File: src/sv/ffba_pkg.sv
// Package for the first-fit block allocator.
// Holds payload structs, table entry layout, operation/status/register codes
// and reset constants. Depends on nothing.
package ffba_pkg;

   localparam int MAX_BLOCKS_DEFAULT = 64;

   localparam logic [1:0] FUNC_ALLOC   = 2'd0;
   localparam logic [1:0] FUNC_CALLOC  = 2'd1;
   localparam logic [1:0] FUNC_FREE    = 2'd2;
   localparam logic [1:0] FUNC_REALLOC = 2'd3;

   localparam logic [1:0] ST_OK    = 2'd0;
   localparam logic [1:0] ST_SIZE  = 2'd1;
   localparam logic [1:0] ST_SPACE = 2'd2;
   localparam logic [1:0] ST_PTR   = 2'd3;

   localparam logic [1:0] REG_HEAP_BASE   = 2'd0;
   localparam logic [1:0] REG_HEAP_END    = 2'd1;
   localparam logic [1:0] REG_MAX_REQUEST = 2'd2;
   localparam logic [1:0] REG_METADATA    = 2'd3;

   localparam logic [31:0] HEAP_BASE_RESET   = 32'd0;
   localparam logic [31:0] HEAP_END_RESET    = 32'hFFFF_FFFF;
   localparam logic [26:0] MAX_REQUEST_RESET = 27'd100000000;
   localparam logic [7:0]  METADATA_RESET    = 8'd40;

   typedef struct packed {
      logic [1:0]  func;
      logic [31:0] size_bytes;
      logic [31:0] elem_count;
      logic [31:0] user_pointer;
   } req_type;

   typedef struct packed {
      logic [31:0] result_pointer;
      logic [1:0]  status;
      logic [6:0]  free_blocks;
      logic [31:0] free_byte_sum;
      logic [6:0]  allocated_blocks;
      logic [31:0] used_byte_sum;
      logic [13:0] header_bytes;
   } rsp_type;

   typedef struct packed {
      logic [26:0] size;
      logic        free;
      logic [31:0] addr;
   } entry_type;

endpackage

File: src/sv/ffba_table.sv
// Block table memory: one write port, one read port, registered read data.
// Depends on ffba_pkg for the entry layout.
module ffba_table #(
   parameter int DEPTH = ffba_pkg::MAX_BLOCKS_DEFAULT,
   parameter int IW    = $clog2(DEPTH)
) (
   input  logic                clock,
   input  logic                wr_en,
   input  logic [IW-1:0]       wr_addr,
   input  ffba_pkg::entry_type wr_data,
   input  logic [IW-1:0]       rd_addr,
   output ffba_pkg::entry_type rd_data
);

   ffba_pkg::entry_type mem [DEPTH];
   ffba_pkg::entry_type rd_data_ff;

   always_ff @(posedge clock) begin
      if (wr_en) begin
         mem[wr_addr] <= wr_data;
      end
      rd_data_ff <= mem[rd_addr];
   end

   assign rd_data = rd_data_ff;

endmodule

File: config.mk
export PLATFORM = sky130hd
export DESIGN_NAME = ffba_table
export DESIGN_NICKNAME = d
export VERILOG_FILES = /design/src/sv/ffba_pkg.sv /design/src/sv/ffba_table.sv
export SDC_FILE = /design/constraint.sdc
export NUM_CORES = 2
export LEC_CHECK = 0
export BUFFER_PORTS_ARGS = -buffer_cell sky130_fd_sc_hd__buf_2
export CORE_MARGIN = 5
export CORE_UTILIZATION = 45
export CTS_CLUSTER_DIAMETER = 100
export DETAILED_ROUTE_END_ITERATION = 8
export SYNTH_ARGS = -nofsm -noshare
export SYNTH_HDL_FRONTEND = slang
export SYNTH_SLANG_ARGS = --single-unit
File: constraint.sdc
create_clock -name clock -period 11.37 [get_ports clock]
set_clock_uncertainty 0.2 [all_clocks]
set_input_delay 3.411 -clock clock [delete_from_list [all_inputs] [get_ports clock]]
set_output_delay 3.411 -clock clock [all_outputs]
set_load 0.02 [all_outputs]
==> flow_summary.yaml <==
outcome:
  outcome: "finished, final reports clean"
setup_path:
  cp.arrival_ps: 6580
  worstPathMaxFanout: 31
  critPathLaunchType: "input port"
  worst-setup-path-type: "input port to flip-flop"
  endpoint_kind: "flip-flop"
  r2r_slack_ps: 8950
  required_ps: 11710
placed_design:
  routabilityCongestion: 0.764
  placed_area_um2: 153000
  pre_cts_slack_ps: 4230
  io_buffers: 133
  place_hpwl_mm: 213
timing:
  tightest_slew_ps: 1360
  fin_tns_setup_ps: 0
  rsz0062_at_grt: "no"
  hold_ws_ps: 686
  period_share_pct: 54.9
  relSlewSlack_pct: 9.37
  period_minus_slack_ps: 6240
  hold_viol: 0
  setup_viol: 0
  slew_viol_final: 0
  max_freq_mhz: 160
  setup_ws_ps: 5130
yosys:
  syn_inst: 6093
  ys.flop_type: "edfxtp_1"
  synth_fp_nets: 6167
  syn_avg_cell_area_um2: 24.0
  synthArstFlopShare_pct: 0
  ys_seq_area_share_pct: 79.5
  yosys.area.top_type: "edfxtp_1"
  synth_area_um2: 147000
  yosys_warnings: 0
  yosysMostFrequentCell: "edfxtp_1"
  synth_edf_count: 3840
  yosys.area.top_type_share_pct: 78.7
  yosys-top-cells-area: "edfxtp_1, mux4_2, dfxtp_1"
  synth_cell_types: 36
  synth_commonest_cells: "edfxtp_1, mux4_2, o22ai_1, nor2_1, clkbuf_1"
  synth_seq_cells: 3900
grt:
  grt-ovfl-total: 0
  antenna_found_initial: 33
  grt_pass1_wl_mm: 571
  grt_pass1_vias: 70700
  grt.total_usage_pct: 24.1
  grt_max_degree: 109
clocking:
  htree_levels: 5
  clk_latency_ps: 930
  cts_buffers: 398
  cts_buffer_depth: 4
  post_cts_buffers: 0
  cts.reportedPaths.clkPinSlew_ps: 60
  holdBufCountCts: 0
  cts_resized: 0
  cts.sinks: 3900
  cts_tree: "built"
  root_buffer: "clkbuf_16"
die:
  pin_count: 134
  std_cell_rows: 209
  die_area_um2: 337000
  die_w_um: 581
  die_y_um: 581
  core_um2: 324000
  initial_utilization_pct: 45.2
drt:
  drt_first_pass_iters: 5
  vias: 70400
  routedWlPerCell_um: 36.9
  drc: 0
  routed_wl_mm: 411
  vias_per_cell: 6.31
  final_antenna_net_count: 0
  drt_iter0_markers: 9867
pwr:
  ir_drop_mv: 0.130
  cellLeakagePower_nw: 51.4
  p_total_mw: 30.6
  powerDensity_nw_per_um2: 184
cells_and_area:
  multi_input_area_um2: 29000
  fillers: 25100
  final_area_um2: 167000
  drive_gt1_share_pct: 30.9
  regArea_um2: 117000
  syn_to_final_growth_pct: 13.7
  finalNetCount: 6546
worst_hold_path:
  hold_class: "flip-flop to flip-flop"
job:
  cap_violations: 0
[worst max-delay path: stages]
cell	delay (ps)
buf_2	230
nor2b_1	290
nand3_1	620
nor2_4	700
buf_4	710
buf_4	560
[final timing paths]
check                  start          end  cells past startpoint
setup / recovery       wr_en   mem[6][44]                      6
hold / removal    mem[55][2]   rd_data[2]                      5
setup reg to reg  mem[7][39]  rd_data[39]                      4
hold reg to reg   mem[55][2]   rd_data[2]                      5
[per-stage QoR]
stage	util (%)	instances
after CTS	51.4	11100
after global routing	51.4	11100
after detailed placement	47.3	10400
after floorplan	-	6093
after global placement	47.3	10400
final	51.4	11100
[report_power, final]
part           internal [mW]  switching, mW  leakage [nW]
clock                   7.72           5.49          6.49
sequential              15.9         0.0658          35.1
combinational          0.510          0.897          9.88
total                   24.2           6.46          51.4
[cells in the final DEF, fill, tap and decap left out, types with 58 or more instances in the layout]
master,synthesis,layout
a21oi_1,74,74
buf_2,99,128
buf_4,34,164
clkbuf_1,170,80
clkbuf_16,0,402
clkinv_1,0,66
clkinv_2,0,82
dfxtp_1,60,60
edfxtp_1,3840,3840
mux2_2,58,58
mux4_2,1040,1040
nand2_1,68,65
nor2_1,177,115
nor2_4,0,62
o221ai_1,59,59
o22ai_1,188,188
[final cells by class]
type                    instances  area share [%]
multi-input cells            1852            17.4
repair buffers                319            1.44
clock inverters               236            1.59
flip-flops and latches       3900            69.9
clock buffers                 502            6.38
diodes                          9          0.0135
inverters                       1         0.00526
well taps                    4325            3.25
[routing by layer]
| layer | global-route usage [%] | part of all wire [%] |
|---|---|---|
| met3 | 4.10 | 9.1 |
| met4 | 6.80 | 3.1 |
| met1 | 35.1 | 40 |
| met5 | 0 | 0.010 |
| met2 | 38.2 | 48 |
[cell families (layout without fill, tap and decap cells)]
group	count (synthesis)	after routing	share of synthesized area (%)
and+or+nand+nor	301	301	0.867
muxes	1149	1149	16.8
AOI/OAI and AO/OA	402	402	1.76
other	0	9	0
DFF	3900	3900	79.5
buffers and inverters	341	1058	1.07
[flip-flops by register name, summed over array words and instances, names as in the netlist]
signal	count
mem	3840
rd_data	60
Power figures use the tool's default switching activity.
